==> config.mk <==
export PLATFORM = sky130hd
export DESIGN_NAME = char_lcd_nibble_sequencer_core
export DESIGN_NICKNAME = d
export VERILOG_FILES = /design/src/hw/rtl/clns_pkg.sv /design/src/hw/rtl/clns_ctrl.sv /design/src/hw/rtl/clns_datapath.sv /design/src/hw/rtl/char_lcd_nibble_sequencer_core.sv
export SDC_FILE = /design/constraint.sdc
export NUM_CORES = 1
export LEC_CHECK = 0
export BUFFER_PORTS_ARGS = -buffer_cell sky130_fd_sc_hd__buf_2
export CAP_MARGIN = 25
export CORE_MARGIN = 1
export CORE_UTILIZATION = 35
export DETAILED_ROUTE_END_ITERATION = 6
export SLEW_MARGIN = 15
export SYNTH_ARGS = -nofsm -noshare
export SYNTH_HDL_FRONTEND = slang
export SYNTH_SLANG_ARGS = --single-unit
==> constraint.sdc <==
create_clock -name clk -period 3.35 [get_ports clk]
set_input_delay 0.67 -clock clk [delete_from_list [all_inputs] [get_ports clk]]
set_output_delay 0.67 -clock clk [all_outputs]
set_load 0.01 [all_outputs]
==> src/hw/rtl/clns_pkg.sv <==
`timescale 1ns / 1ps
// ----------------------------------------------------------------------------
// clns_pkg
// Shared types, command codes and startup tables for the character LCD
// nibble sequencer.
// ----------------------------------------------------------------------------
package clns_pkg;

  typedef enum logic [2:0] {
    REQ_INIT       = 3'd0,
    REQ_WRITE_CHAR = 3'd1,
    REQ_SET_CURSOR = 3'd2,
    REQ_CLEAR      = 3'd3,
    REQ_CLEAR_ROW  = 3'd4
  } req_kind_t;

  typedef enum logic [1:0] {
    ST_IDLE,
    ST_STARTUP,
    ST_HI,
    ST_LO
  } seq_state_t;

  // controller to datapath
  typedef struct packed {
    logic load;
    logic emit_start;
    logic emit_hi;
    logic emit_lo;
  } cmd_t;

  // datapath to controller
  typedef struct packed {
    logic out_free;
    logic more;
    logic startup_last;
  } status_t;

  localparam logic [7:0] CMD_SET_ADDR   = 8'h80;
  localparam logic [7:0] CMD_CLEAR      = 8'h01;
  localparam logic [7:0] CMD_FUNC_4BIT  = 8'h28;
  localparam logic [7:0] CMD_ENTRY_MODE = 8'h06;
  localparam logic [7:0] CMD_DISPLAY_ON = 8'h0F;
  localparam logic [7:0] CHAR_SPACE     = 8'h20;

  localparam logic [6:0] WAIT_BYTE  = 7'd1;
  localparam logic [6:0] WAIT_CLEAR = 7'd61;

  localparam logic [4:0] MAX_SPACES     = 5'd16;
  localparam logic [1:0] INIT_LAST_IDX  = 2'd3;

  localparam logic [5:0] VISIBLE_COLUMNS_RESET = 6'd16;
  localparam logic       REG_VISIBLE_COLUMNS   = 1'b0;

  function automatic logic [3:0] startup_nibble(input logic [1:0] idx);
    logic [3:0] nib;
    unique case (idx)
      2'd3:    nib = 4'h2;
      default: nib = 4'h3;
    endcase
    return nib;
  endfunction

  function automatic logic [6:0] startup_wait(input logic [1:0] idx);
    logic [6:0] w;
    unique case (idx)
      2'd0:    w = 7'd5;
      2'd1:    w = 7'd100;
      2'd2:    w = 7'd100;
      default: w = 7'd0;
    endcase
    return w;
  endfunction

  function automatic logic [7:0] init_byte(input logic [1:0] idx);
    logic [7:0] b;
    unique case (idx)
      2'd0:    b = CMD_FUNC_4BIT;
      2'd1:    b = CMD_ENTRY_MODE;
      2'd2:    b = CMD_DISPLAY_ON;
      default: b = CMD_CLEAR;
    endcase
    return b;
  endfunction

endpackage

==> src/hw/rtl/clns_ctrl.sv <==
`timescale 1ns / 1ps
// ----------------------------------------------------------------------------
// clns_ctrl
// Sequencer state machine: takes a request, then steps through startup
// nibbles and high/low nibble pairs until the datapath reports no more bytes.
// ----------------------------------------------------------------------------
module clns_ctrl (
  input  logic               clk,
  input  logic               rst,
  input  logic               s_tvalid,
  output logic               s_tready,
  input  logic [2:0]         req_type,
  input  clns_pkg::status_t  status,
  output clns_pkg::cmd_t     cmd
);

  clns_pkg::seq_state_t state;
  clns_pkg::seq_state_t state_next;
  logic                 req_ok;

  assign req_ok = (req_type <= clns_pkg::REQ_CLEAR_ROW);

  always_ff @(posedge clk) begin
    if (rst) begin
      state <= clns_pkg::ST_IDLE;
    end else begin
      state <= state_next;
    end
  end

  always_comb begin
    state_next = state;
    unique case (state)
      clns_pkg::ST_IDLE: begin
        if (s_tvalid && req_ok) begin
          state_next = (req_type == clns_pkg::REQ_INIT) ? clns_pkg::ST_STARTUP
                                                         : clns_pkg::ST_HI;
        end
      end
      clns_pkg::ST_STARTUP: begin
        if (status.out_free && status.startup_last) begin
          state_next = clns_pkg::ST_HI;
        end
      end
      clns_pkg::ST_HI: begin
        if (status.out_free) begin
          state_next = clns_pkg::ST_LO;
        end
      end
      clns_pkg::ST_LO: begin
        if (status.out_free) begin
          state_next = status.more ? clns_pkg::ST_HI : clns_pkg::ST_IDLE;
        end
      end
      default: state_next = clns_pkg::ST_IDLE;
    endcase
  end

  always_comb begin
    s_tready       = 1'b0;
    cmd.load       = 1'b0;
    cmd.emit_start = 1'b0;
    cmd.emit_hi    = 1'b0;
    cmd.emit_lo    = 1'b0;
    unique case (state)
      clns_pkg::ST_IDLE: begin
        s_tready = 1'b1;
        cmd.load = s_tvalid && req_ok;
      end
      clns_pkg::ST_STARTUP: cmd.emit_start = status.out_free;
      clns_pkg::ST_HI:      cmd.emit_hi    = status.out_free;
      clns_pkg::ST_LO:      cmd.emit_lo    = status.out_free;
      default: ;
    endcase
  end

  a_single_emit: assert property (@(posedge clk) disable iff (rst)
    $onehot0({cmd.emit_start, cmd.emit_hi, cmd.emit_lo}))
    else $error("more than one transfer issued in a cycle");

  a_end_to_idle: assert property (@(posedge clk) disable iff (rst)
    (cmd.emit_lo && !status.more) |=> (state == clns_pkg::ST_IDLE))
    else $error("sequencer did not return to idle after final transfer");

  a_load_leaves_idle: assert property (@(posedge clk) disable iff (rst)
    cmd.load |=> (state != clns_pkg::ST_IDLE))
    else $error("accepted request produced no transfers");

endmodule

==> src/hw/rtl/clns_datapath.sv <==
`timescale 1ns / 1ps
// ----------------------------------------------------------------------------
// clns_datapath
// Cursor address, current byte, space counter and the registered output
// transfer, driven by commands from the sequencer.
// ----------------------------------------------------------------------------
module clns_datapath #(
  parameter int ROW2_BASE = 64
) (
  input  logic               clk,
  input  logic               rst,
  input  clns_pkg::cmd_t     cmd,
  output clns_pkg::status_t  status,
  input  logic [2:0]         req_type,
  input  logic [7:0]         data_byte,
  input  logic               row,
  input  logic [5:0]         column,
  input  logic [5:0]         visible_columns,
  output logic               m_tvalid,
  input  logic               m_tready,
  output logic [3:0]         nibble,
  output logic               reg_select,
  output logic [6:0]         wait_ms,
  output logic               last
);

  localparam logic [7:0] Row2Base = 8'(ROW2_BASE);

  clns_pkg::req_kind_t req;
  logic [6:0]          cursor;
  logic [7:0]          byte_r;
  logic                rs;
  logic [6:0]          wait_r;
  logic [7:0]          end_addr;
  logic [4:0]          cnt;
  logic                in_spaces;

  logic                cur_row;
  logic [7:0]          set_addr;
  logic [7:0]          cr_addr;
  logic [7:0]          cr_end;
  logic                more;

  // clear row re-addresses the row that the cursor is on now
  assign cur_row  = ({1'b0, cursor} >= Row2Base);
  assign set_addr = (row ? Row2Base : 8'd0) + {2'b00, column};
  assign cr_addr  = (cur_row ? Row2Base : 8'd0) + {2'b00, column};
  assign cr_end   = (cur_row ? Row2Base : 8'd0) + {2'b00, visible_columns};

  always_comb begin
    unique case (req)
      clns_pkg::REQ_INIT:      more = (cnt[1:0] != clns_pkg::INIT_LAST_IDX);
      clns_pkg::REQ_CLEAR_ROW: more = ({1'b0, cursor} < end_addr)
                                      && (cnt < clns_pkg::MAX_SPACES);
      default:                 more = 1'b0;
    endcase
  end

  assign status.out_free     = !m_tvalid || m_tready;
  assign status.more         = more;
  assign status.startup_last = (cnt[1:0] == clns_pkg::INIT_LAST_IDX);

  always_ff @(posedge clk) begin
    if (rst) begin
      cursor    <= '0;
      req       <= clns_pkg::REQ_INIT;
      cnt       <= '0;
      in_spaces <= 1'b0;
    end else if (cmd.load) begin
      req       <= clns_pkg::req_kind_t'(req_type);
      cnt       <= '0;
      in_spaces <= 1'b0;
      rs        <= 1'b0;
      wait_r    <= clns_pkg::WAIT_BYTE;
      end_addr  <= cr_end;
      unique case (req_type)
        clns_pkg::REQ_INIT: begin
          cursor <= '0;
          byte_r <= clns_pkg::init_byte(2'd0);
        end
        clns_pkg::REQ_WRITE_CHAR: begin
          cursor <= cursor + 7'd1;
          byte_r <= data_byte;
          rs     <= 1'b1;
        end
        clns_pkg::REQ_SET_CURSOR: begin
          cursor <= set_addr[6:0];
          byte_r <= clns_pkg::CMD_SET_ADDR | {1'b0, set_addr[6:0]};
        end
        clns_pkg::REQ_CLEAR: begin
          cursor <= '0;
          byte_r <= clns_pkg::CMD_CLEAR;
          wait_r <= clns_pkg::WAIT_CLEAR;
        end
        default: begin
          cursor <= cr_addr[6:0];
          byte_r <= clns_pkg::CMD_SET_ADDR | {1'b0, cr_addr[6:0]};
        end
      endcase
    end else if (cmd.emit_start) begin
      cnt <= status.startup_last ? 5'd0 : cnt + 5'd1;
    end else if (cmd.emit_hi && in_spaces) begin
      // space counted as soon as its first half goes out
      cursor <= cursor + 7'd1;
      cnt    <= cnt + 5'd1;
    end else if (cmd.emit_lo && more) begin
      if (req == clns_pkg::REQ_INIT) begin
        cnt    <= cnt + 5'd1;
        byte_r <= clns_pkg::init_byte(cnt[1:0] + 2'd1);
        wait_r <= ((cnt[1:0] + 2'd1) == clns_pkg::INIT_LAST_IDX) ? clns_pkg::WAIT_CLEAR
                                                                 : clns_pkg::WAIT_BYTE;
      end else begin
        byte_r    <= clns_pkg::CHAR_SPACE;
        rs        <= 1'b1;
        wait_r    <= clns_pkg::WAIT_BYTE;
        in_spaces <= 1'b1;
      end
    end
  end

  // output register
  always_ff @(posedge clk) begin
    if (rst) begin
      m_tvalid <= 1'b0;
    end else if (cmd.emit_start || cmd.emit_hi || cmd.emit_lo) begin
      m_tvalid <= 1'b1;
    end else if (m_tready) begin
      m_tvalid <= 1'b0;
    end
  end

  always_ff @(posedge clk) begin
    if (cmd.emit_start) begin
      nibble     <= clns_pkg::startup_nibble(cnt[1:0]);
      reg_select <= 1'b0;
      wait_ms    <= clns_pkg::startup_wait(cnt[1:0]);
      last       <= 1'b0;
    end else if (cmd.emit_hi) begin
      nibble     <= byte_r[7:4];
      reg_select <= rs;
      wait_ms    <= '0;
      last       <= 1'b0;
    end else if (cmd.emit_lo) begin
      nibble     <= byte_r[3:0];
      reg_select <= rs;
      wait_ms    <= wait_r;
      last       <= !more;
    end
  end

  a_no_overwrite: assert property (@(posedge clk) disable iff (rst)
    (m_tvalid && !m_tready) |-> !(cmd.emit_start || cmd.emit_hi || cmd.emit_lo))
    else $error("pending transfer overwritten");

  a_space_limit: assert property (@(posedge clk) disable iff (rst)
    cnt <= clns_pkg::MAX_SPACES)
    else $error("space counter beyond limit");

  a_space_in_row: assert property (@(posedge clk) disable iff (rst)
    (cmd.emit_lo && in_spaces) |-> ({1'b0, cursor} <= end_addr))
    else $error("space written past end of row");

endmodule

==> src/hw/rtl/char_lcd_nibble_sequencer_core.sv <==
`timescale 1ns / 1ps
// ----------------------------------------------------------------------------
// char_lcd_nibble_sequencer_core
// Expands LCD requests into 4-bit bus transfers with register select and
// post-transfer wait, tracking the cursor address.
// ----------------------------------------------------------------------------
// an accepted request first updates the sequencer state; its first transfer is then registered at the output
// throughput: one transfer per cycle while m_tready is high; a request of
//   n transfers (2 to 34) holds off the input until the sequencer has stepped
//   its last nibble into the output register
// unknown request kinds are accepted while idle and produce nothing
// reset: cursor address 0, visible_columns 16, no transfer pending
module char_lcd_nibble_sequencer_core #(
  parameter int ROW2_BASE = 64
) (
  input  logic        clk,
  input  logic        rst,
  // request stream
  input  logic        s_tvalid,
  output logic        s_tready,
  input  logic [15:0] s_tdata,  // data_byte[7:0], row[8], column[14:9], zero[15]
  input  logic [2:0]  s_tuser,  // req_type[2:0]
  // transfer stream
  output logic        m_tvalid,
  input  logic        m_tready,
  output logic [15:0] m_tdata,  // nibble[3:0], wait_ms[10:4], zero[15:11]
  output logic        m_tuser,  // reg_select
  output logic        m_tlast,
  // configuration
  input  logic        psel,
  input  logic        penable,
  input  logic        pwrite,
  input  logic [2:0]  paddr,
  input  logic [31:0] pwdata,
  output logic [31:0] prdata,
  output logic        pready
);

  logic [5:0]         visible_columns;
  clns_pkg::cmd_t     cmd;
  clns_pkg::status_t  status;
  logic [3:0]         nibble;
  logic [6:0]         wait_ms;

  assign pready = 1'b1;

  always_ff @(posedge clk) begin
    if (rst) begin
      visible_columns <= clns_pkg::VISIBLE_COLUMNS_RESET;
    end else if (psel && penable && pwrite && pready
                 && (paddr[2] == clns_pkg::REG_VISIBLE_COLUMNS)) begin
      visible_columns <= pwdata[5:0];
    end
  end

  assign prdata = (paddr[2] == clns_pkg::REG_VISIBLE_COLUMNS) ? {26'd0, visible_columns}
                                                               : 32'd0;

  clns_ctrl u_ctrl (
    .clk      (clk),
    .rst      (rst),
    .s_tvalid (s_tvalid),
    .s_tready (s_tready),
    .req_type (s_tuser),
    .status   (status),
    .cmd      (cmd)
  );

  clns_datapath #(
    .ROW2_BASE (ROW2_BASE)
  ) u_datapath (
    .clk             (clk),
    .rst             (rst),
    .cmd             (cmd),
    .status          (status),
    .req_type        (s_tuser),
    .data_byte       (s_tdata[7:0]),
    .row             (s_tdata[8]),
    .column          (s_tdata[14:9]),
    .visible_columns (visible_columns),
    .m_tvalid        (m_tvalid),
    .m_tready        (m_tready),
    .nibble          (nibble),
    .reg_select      (m_tuser),
    .wait_ms         (wait_ms),
    .last            (m_tlast)
  );

  assign m_tdata = {5'd0, wait_ms, nibble};

endmodule

==> results of run 1 <==
-- cell type report --
cell class,count,area (um2)
Fill cell,910,5309
Multi-Input combinational cell,254,1538
Sequential cell,53,1321
Timing Repair Buffer,53,270.3
Tap cell,108,135.1
Inverter,27,103.9
Clock buffer,6,72.57
Clock inverter,2,13.76
-- cell families (layout without fill, tap and decap cells) --
group / after synthesis / count (layout) / share of synthesized area
fa+ha+maj: 15 / 15 / 0.05831
other cells: 2 / 33 / 0.002365
compound gates: 92 / 92 / 0.1927
simple gates: 106 / 106 / 0.1702
mux: 5 / 5 / 0.01576
flops: 53 / 53 / 0.4161
buf+inv: 76 / 88 / 0.1363
xor+xnor: 3 / 3 / 0.008276
-- synth_stat cells (all sizes together) (4+ instances only) --
master  instances
and3            4
a22oi           4
edfxtp         26
buf            39
a21oi          32
mux2i           5
nor3           11
nand2b          5
o32ai           5
nand2          19
a211oi          8
nand3          11
nor2           34
inv            27
clkbuf         10
nor2b           9
dfxtp          27
o21ai          20
ha             14
-- cell usage in the layout (no fill, tap or decap), types with 3 or more instances in the layout --
cell type,synthesis,routed
o21ai_0,20,20
ha_1,14,14
clkbuf_8,0,5
a22oi_1,4,4
buf_2,2,51
conb_1,2,33
a32oi_1,3,3
mux2i_1,5,5
o22ai_1,3,3
a21oi_1,32,32
nor2b_1,8,8
or3_1,3,3
nand2b_1,5,5
nand3_1,11,11
inv_1,26,26
edfxtp_1,26,26
nand2_1,19,19
a21o_1,3,3
nor3_1,10,10
a211oi_1,7,7
nor2_1,34,34
o32ai_1,5,5
a221oi_1,3,3
and3_1,4,4
dfxtp_1,27,27
-- metrics by stage --
stage	instance area (um2)	util	cells
2_1_floorplan	3292	-	383
5_1_grt	3455	0.3942	503
3_5_place_dp	3368	0.3844	495
3_3_place_gp	3368	0.3844	495
6_report	3455	0.3942	503
4_1_cts	3455	0.3942	503
-- layer usage --
layer | GRT usage | part of all wire | vias up
li1 | - | - | 1271
met1 | 0.2140 | 0.50 | 1141
met2 | 0.2080 | 0.42 | 81
met3 | 0.02590 | 0.058 | 10
met4 | 0.05430 | 0.019 | 0
met5 | 0 | 0 | -
-- report_power, final --
part,switching [mW],internal [mW],leakage [nW]
clock,0.213,0.148,0.0417
sequential,0.0351,0.735,0.464
combinational,0.184,0.110,0.916
total,0.432,0.993,1.42
-- final timing paths --
kind,start,cells past startpoint,slack [ns],to
max,u_datapath.cursor[1],6,1.08,u_datapath.wait_r[4]
max reg2reg,u_datapath.cursor[1],6,1.08,u_datapath.wait_r[4]
min,visible_columns[4],0,0.46,u_datapath.end_addr[4]
min reg2reg,visible_columns[4],0,0.46,u_datapath.end_addr[4]
-- state kept, by name, summed over array words and instances (netlist names) --
signal and count:
u_datapath.wait_ms 5, u_datapath.cnt 5, u_ctrl.state 2, u_datapath.wait_r 1
u_datapath.rs 1, u_datapath.nibble 4, u_datapath.req 3, visible_columns 6
u_datapath.m_tvalid 1, u_datapath.in_spaces 1, u_datapath.last 1, u_datapath.end_addr 7
u_datapath.reg_select 1, u_datapath.cursor 7, u_datapath.byte_r 8
==> flow_summary.ini, run 1 <==
[run_status]
status = complete, no violations

[worst_setup_path]
critPathLaunchType = flop
slowest_stage = a2111oi_0
endpoint_kind = flop
crit_family = compound AO/OA/AOI/OAI gates
slowest_delay_ns = 0.49
worstPathMaxFanout = 9
cp_data_required_time_ns = 3.38
path_cells = ha_1 > a2111oi_0 > o221a_2 > nor3_1 > a211oi_1 > buf_4
critPathArrivalTime_ns = 2.30
path_buf_inv = 1
criticalPathCategory = flop to flop

[logic_synthesis]
async_flop_share = 0
synth_edf_count = 26
synth_area_leaders = edfxtp_1 (25%), dfxtp_1 (17%), buf_4 (8.0%)
ys.flop_type = dfxtp_1
synth.avg_cell_area_um2 = 9.021
synth.yosys.seq_area_share = 0.4161
yosys.area.top_type = edfxtp_1
netlist_area_um2 = 3176
synth_top_area_frac = 0.2459
ys_warn_count = 0
ys_ff_latch = 53
syn_inst = 352
ys_types = 54

[placement]
pre_cts_ws_ns = 0.8999
place_hpwl_um = 5059
io_buffers = 51
place_congestion = 0.8025

[clocking]
cts_buffer_depth = 2
cts_resized = 0
cts_tree = yes
clk_pin_slew_ns = 0.09
cts_root_buffer = clkbuf_8
postCtsSetupBuffers = 0
clock-sinks = 53
cts_hold_buf = 0
htreeDepth = 2
cts_buffers = 5
worstSkewPairLatency_ns = 0.31

[grt]
grt_pass1_wl_um = 10980
grt_pass1_vias = 2238
grt_overflow = 0
grt_usage = 0.1444
grt_start_max_net_pins = 25
antenna_found_initial = 0

[sta]
max_freq_mhz = 439.6
fin_skew_ns = 0.01335
maxSlewHeadroom = 0.5740
worstMarginPinSlew_ns = 0.6341
fin_tns_setup_ns = 0
min_period_ns = 2.275
fin_ws_ns = 1.075
maxSlewViolCount = 0
holdWs_ns = 0.4608
rsz0062_at_grt = false
finalSetupViolCount = 0
finalCritPeriodShare = 0.6790
hold_viol_final = 0

[die]
die_y_um = 97.25
rows = 34
coreArea_um2 = 8763
initial_core_util = 0.3624
dieWidth_um = 97.25
io_pins = 114
dieArea_um2 = 9458

[route]
vias_per_cell = 4.976
drt_pass1_iterations = 4
postRouteAntennaNets = 0
drc_errors = 0
vias = 2503
drt-initial-drc-count = 129
wl_per_cell_um = 13.17
wl_um = 6622

[final_layout]
drive_above_1_share = 0.1747
num-nets-final = 469
syn2layout_area_growth_pct = 8.786
n_antenna_cell = 0

[power]
totalPowerFinal_mw = 1.425
leakagePower_nw = 1.422
peakVddDrop_v = 0.0001377
pwr_density_cell_nw_per_um2 = 412.6

[min_path]
hp-class = flop to flop

[flow_run]
drv_cap = 0
No activity file was read; power rests on OpenSTA's default activity.
==> run 2, diff against run 1 <==
--- a/config.mk
+++ b/config.mk
@@ -5,6 +5,7 @@
 export SDC_FILE = /design/constraint.sdc
 export NUM_CORES = 1
 export LEC_CHECK = 0
+export ABC_AREA = 1
 export BUFFER_PORTS_ARGS = -buffer_cell sky130_fd_sc_hd__buf_2
 export CAP_MARGIN = 25
 export CORE_MARGIN = 1
==> constraint.sdc (replaced) <==
create_clock -name clk -period 1.9 [get_ports clk]
set_input_delay 0.38 -clock clk [delete_from_list [all_inputs] [get_ports clk]]
set_output_delay 0.38 -clock clk [all_outputs]
set_load 0.01 [all_outputs]
==> flow_summary.ini, run 2 <==
[final_layout]
num-nets-final = 503
final_common_cell = nand2_1
largest-register = u_datapath.byte_r
n_antenna_cell = 0
largest_reg_flops = 8
drive_above_1_share = 0.2121
fillers = 871
reg_top3 = u_datapath.byte_r x8, u_datapath.cursor x7, u_datapath.end_addr x7
post-route-util = 0.4129
mostFrequentLayoutCells = nand2_1 (57), inv_1 (52), buf_2 (51)
syn2layout_area_growth_pct = 13.23

[flow_run]
drv_cap = 0

[grt]
antenna_found_initial = 0
grt_pass1_wl_um = 9963
grt_pass1_vias = 2187
grt_start_max_net_pins = 19
grt_usage = 0.1432
grt_overflow = 0

[worst_setup_path]
endpoint_kind = flop
worstPathMaxFanout = 9
cp_data_required_time_ns = 1.95
criticalPathCategory = flop to flop
critPathLaunchType = flop
critPathArrivalTime_ns = 1.77

[clocking]
htreeDepth = 2
cts_buffers = 5
clk_pin_slew_ns = 0.11
cts_root_buffer = clkbuf_8
worstSkewPairLatency_ns = 0.32
clock-sinks = 53
cts_tree = yes
cts_hold_buf = 0
cts_resized = 0
cts_buffer_depth = 2
postCtsSetupBuffers = 0

[logic_synthesis]
synth_edf_count = 26
async_flop_share = 0
netlist_area_um2 = 3027
ys_ff_latch = 53
synth_area_leaders = edfxtp_1 (26%), dfxtp_1 (18%), buf_4 (8.7%)
ys_warn_count = 0
ys_types = 35
synth_top_area_frac = 0.2580
synth.avg_cell_area_um2 = 8.225
ys.flop_type = dfxtp_1
synth_common_cells = nand2_1 (57), inv_1 (52), buf_4 (35)
yosysMostFrequentCell = nand2_1
yosys.area.top_type = edfxtp_1
syn_inst = 368
synth.yosys.seq_area_share = 0.4365

[route]
drt_pass1_iterations = 4
wl_um = 6242
wl_per_cell_um = 11.69
drc_errors = 0
vias = 2429
vias_per_cell = 4.549
drt-initial-drc-count = 104
postRouteAntennaNets = 0

[power]
peakVddDrop_v = 0.0003201
clock_power_share = 0.213
switching_share = 0.3614
leakagePower_nw = 1.630
sequentialPowerShare = 0.477
switchingPower_mw = 1.159
pwr-share-comb = 0.311
pwr_density_cell_nw_per_um2 = 935.6
internal_power_mw = 2.048

[die]
dieArea_um2 = 9023
initial_core_util = 0.3647
io_pins = 114
rows = 33
die_y_um = 94.99
dieWidth_um = 94.99
coreArea_um2 = 8299

[sta]
holdWs_ns = 0.2783
min_period_ns = 1.727
maxSlewViolCount = 0
rsz0062_at_grt = false
worstMarginPinSlew_ns = 0.8734
fin_skew_ns = 0.01274
hold_viol_final = 0
finalCritPeriodShare = 0.9088
finalSetupViolCount = 0
fin_tns_setup_ns = 0
max_freq_mhz = 579.1
maxSlewHeadroom = 0.4156

[placement]
place_congestion = 0.8304
place_hpwl_um = 4984
io_buffers = 51

[run_status]
status = complete, no violations

[min_path]
hp-class = input port to flop
[run 2: final timing paths]
| path | startpoint | to | slack (ns) | cells after the start |
|---|---|---|---|---|
| max | u_datapath.end_addr[3] | u_datapath.wait_r[4] | 0.17 | 10 |
| min | pwdata[4] | visible_columns[4] | 0.28 | 3 |
| max reg2reg | u_datapath.end_addr[3] | u_datapath.wait_r[4] | 0.17 | 10 |
| min reg2reg | visible_columns[0] | u_datapath.end_addr[0] | 0.44 | 0 |
[run 2: power groups by stage]
stage | clock, mW | sequential [mW] | combinational [mW]
2_1_floorplan | 0 | 1.59 | 0.683
3_3_place_gp | 0 | 1.55 | 0.986
3_5_place_dp | 0 | 1.56 | 1.01
4_1_cts | 0.711 | 1.53 | 1.01
5_1_grt | 0.747 | 1.55 | 1.14
6_report | 0.682 | 1.53 | 0.996
[run 2: final cells by class]
class	instances	area, um2	area share
inverter	58	217.7	0.06353
tap	105	131.4	0.03834
timing repair buffer	59	327.8	0.09566
clock inverter	3	26.28	0.007667
multi-input combinational	251	1334	0.3892
sequential	53	1321	0.3855
clock buffer	5	68.82	0.02008
[run 2: stage by stage]
step                cells  setup WS [ns]  power (mW)  area (um2)
finish                534         0.1732       3.207        3427
global route          534        0.01077       3.437        3427
CTS                   534         0.1454       3.251        3427
detailed placement    526         0.1609       2.564        3332
global placement      526         0.1626       2.535        3332
floorplan             399        0.05661       2.274        3143
[run 2: cells by family (layout without fill, tap and decap cells)]
logic type | Yosys count | after routing | share of synthesized area
AND/OR/NAND/NOR | 132 | 132 | 0.2050
buffers and inverters | 95 | 125 | 0.1612
AO/OA/AOI/OAI | 69 | 69 | 0.1282
flip-flops | 53 | 53 | 0.4365
adder cells (fa/ha/maj) | 14 | 14 | 0.05788
XOR/XNOR | 3 | 3 | 0.008683
other | 2 | 33 | 0.002481
[run 2: metal layers]
metal / routed length, um / vias up / global-route usage
met5: 0 / - / 0
met4: 38 / 0 / 0.03030
met3: 313 / 4 / 0.02738
met2: 3113 / 61 / 0.2650
met1: 2777 / 1113 / 0.1702
li1: - / 1251 / -
[run 2: worst max-delay path: stages (launching register included)]
cell and delay [ns]:
edfxtp_1 0.37, inv_1 0.07, ha_1 0.24, a21oi_1 0.15, nand2_1 0.09, nand2_1 0.06
nand2_1 0.08, nand2_1 0.08, nand3_1 0.08, nand2_1 0.11, buf_12 0.13
==> run 3, diff against run 2 <==
--- a/config.mk
+++ b/config.mk
@@ -5,13 +5,11 @@
 export SDC_FILE = /design/constraint.sdc
 export NUM_CORES = 1
 export LEC_CHECK = 0
-export ABC_AREA = 1
 export BUFFER_PORTS_ARGS = -buffer_cell sky130_fd_sc_hd__buf_2
 export CAP_MARGIN = 25
 export CORE_MARGIN = 1
 export CORE_UTILIZATION = 35
 export DETAILED_ROUTE_END_ITERATION = 6
-export SLEW_MARGIN = 15
 export SYNTH_ARGS = -nofsm -noshare
 export SYNTH_HDL_FRONTEND = slang
 export SYNTH_SLANG_ARGS = --single-unit
==> flow_summary.ini, run 3 (same netlist as run 1, synthesis figures left out) <==
[die]
rows = 34
dieArea_um2 = 9458
io_pins = 114
die_y_um = 97.25
coreArea_um2 = 8763
dieWidth_um = 97.25
initial_core_util = 0.3624

[sta]
finalCritPeriodShare = 1.027
finalSetupViolCount = 9
max_freq_mhz = 512.5
hold_viol_final = 0
worstMarginPinSlew_ns = 0.5577
fin_tns_setup_ns = -0.4529
min_period_ns = 1.951
rsz0062_at_grt = true
maxSlewHeadroom = 0.6282
maxSlewViolCount = 0
fin_ws_ns = -0.05116
fin_skew_ns = 0.01064
holdWs_ns = 0.3153

[worst_setup_path]
startpoint = u_datapath.end_addr[2]
worstPathMaxFanout = 9
worstReg2RegEnd = u_datapath.byte_r[0]
r2r-start = u_datapath.end_addr[2]
criticalPathCategory = flop to flop
slowest_delay_ns = 0.40
critPathLaunchType = flop
slowest_stage = edfxtp_1
worstRegToRegCells = 8
r2r_slack_ns = -0.05
cp_data_required_time_ns = 1.93
endpoint_kind = flop
path_cells = inv_2 > ha_4 > o21a_1 > o2111ai_1 > o221a_2 > nor3_2 > a211oi_4 > buf_12
critPathArrivalTime_ns = 1.98

[final_layout]
drive_above_1_share = 0.2452
largest_reg_flops = 8
n_antenna_cell = 0
reg_top3 = u_datapath.byte_r x8, u_datapath.cursor x7, u_datapath.end_addr x7
fillers = 882
largest-register = u_datapath.byte_r
final-seq-area_um2 = 1324
mostFrequentLayoutCells = buf_2 (51), nor2_1 (34), conb_1 (33)
num-nets-final = 494
multiInputGateArea_um2 = 1599
syn2layout_area_growth_pct = 17.61
final_common_cell = buf_2

[power]
peakVddDrop_v = 0.0003207
pwr_density_cell_nw_per_um2 = 712.0
internal_power_mw = 1.898
switching_share = 0.2862
sequentialPowerShare = 0.503
pwr-share-comb = 0.237
clock_power_share = 0.259
leakagePower_nw = 1.567
switchingPower_uw = 761.0

[grt]
grt_usage = 0.1513
grt_pass1_vias = 2455
grt_overflow = 0
grt_start_max_net_pins = 25
antenna_found_initial = 0
grt_pass1_wl_um = 11650

[placement]
io_buffers = 51
place_congestion = 0.8325
place_hpwl_um = 5424

[clocking]
clock-sinks = 53
cts_buffer_depth = 2
cts_root_buffer = clkbuf_8
worstSkewPairLatency_ns = 0.30
htreeDepth = 2
clk_pin_slew_ns = 0.09
cts_buffers = 5
postCtsSetupBuffers = 0
cts_tree = yes

[flow_run]
drv_cap = 0

[route]
postRouteAntennaNets = 0
vias = 2583
vias_per_cell = 4.892
wl_per_cell_um = 13.01
wl_um = 6871
drt_pass1_iterations = 4
drc_errors = 0
drt-initial-drc-count = 127

[min_path]
hp-class = input port to flop
holdCritStartpoint = pwdata[1]
hold-path-endpoint = visible_columns[1]
hold_depth = 3

[run_status]
status = finished, violations left
violations = setup timing
## run 3: changes by cell type in the layout (fill, tap and decap cells not counted), sizes merged, moves of 6 or more
| cell | previous run | this run |
|---|---|---|
| nor2 | 42 | 34 |
| nand3 | 18 | 11 |
| nor3 | 5 | 11 |
| a211oi | 1 | 8 |
| a21oi | 21 | 32 |
| nor2b | 0 | 9 |
| o21ai | 33 | 20 |
| inv | 58 | 27 |
| nand2 | 63 | 19 |
| buf | 59 | 78 |
## run 3: stage by stage
| step | std cells | setup WS (ns) | power, mW | cell area, um2 | util |
|---|---|---|---|---|---|
| 3_5_place_dp | 520 | -0.05343 | 1.995 | 3620 | 0.4131 |
| 4_1_cts | 528 | -0.05149 | 2.691 | 3735 | 0.4262 |
| 3_3_place_gp | 520 | -0.04732 | 1.986 | 3620 | 0.4131 |
| 2_1_floorplan | 383 | -0.02974 | 1.821 | 3344 | - |
| 5_1_grt | 528 | -0.1389 | 2.820 | 3735 | 0.4262 |
| 6_report | 528 | -0.05116 | 2.659 | 3735 | 0.4262 |
## run 3: worst max-delay path by stage
stage          slack [ns]                   end
2_1_floorplan       -0.03  u_datapath.byte_r[0]
3_3_place_gp        -0.05  u_datapath.wait_r[4]
3_5_place_dp        -0.05  u_datapath.byte_r[4]
4_1_cts             -0.05  u_datapath.wait_r[4]
5_1_grt             -0.14  u_datapath.byte_r[5]
6_report            -0.05  u_datapath.byte_r[0]
## run 3: power by group through the flow
stage	clock network (mW)	logic, mW	registers, mW
after detailed placement	0	0.630	1.37
after global placement	0	0.621	1.36
after CTS	0.720	0.632	1.34
after global routing	0.767	0.704	1.35
final	0.690	0.631	1.34
after floorplan	0	0.440	1.38
## run 3: critical path: cells and delay by family, from the launching register on
family	cells	cell delay, ns
and+or+nand+nor	1	0.06
adders and majority gates	1	0.19
AOI/OAI and AO/OA	4	0.80
DFF	1	0.40
buffers and inverters	2	0.24
## run 3: layout make-up
type | instances | area share
multi-input combinational | 254 | 0.4281
sequential | 53 | 0.3544
timing repair buffer | 78 | 0.1260
tap | 108 | 0.03618
inverter | 27 | 0.02781
clock buffer | 7 | 0.02613
clock inverter | 1 | 0.001340
## run 3: routing by layer
layer	vias up	global-route usage	share of wire
met5	-	0	0
met4	0	0.05317	0.021
met3	9	0.02446	0.065
met2	100	0.2243	0.43
met1	1165	0.2221	0.49
li1	1309	-	-
## run 3: timing repair
action / in CTS / in global routing
gates resized for setup: 2 / 0
hold buffers: 0 / 0
hold endpoints to repair: 0 / 0
endpoints found under the setup margin: 9 / 9
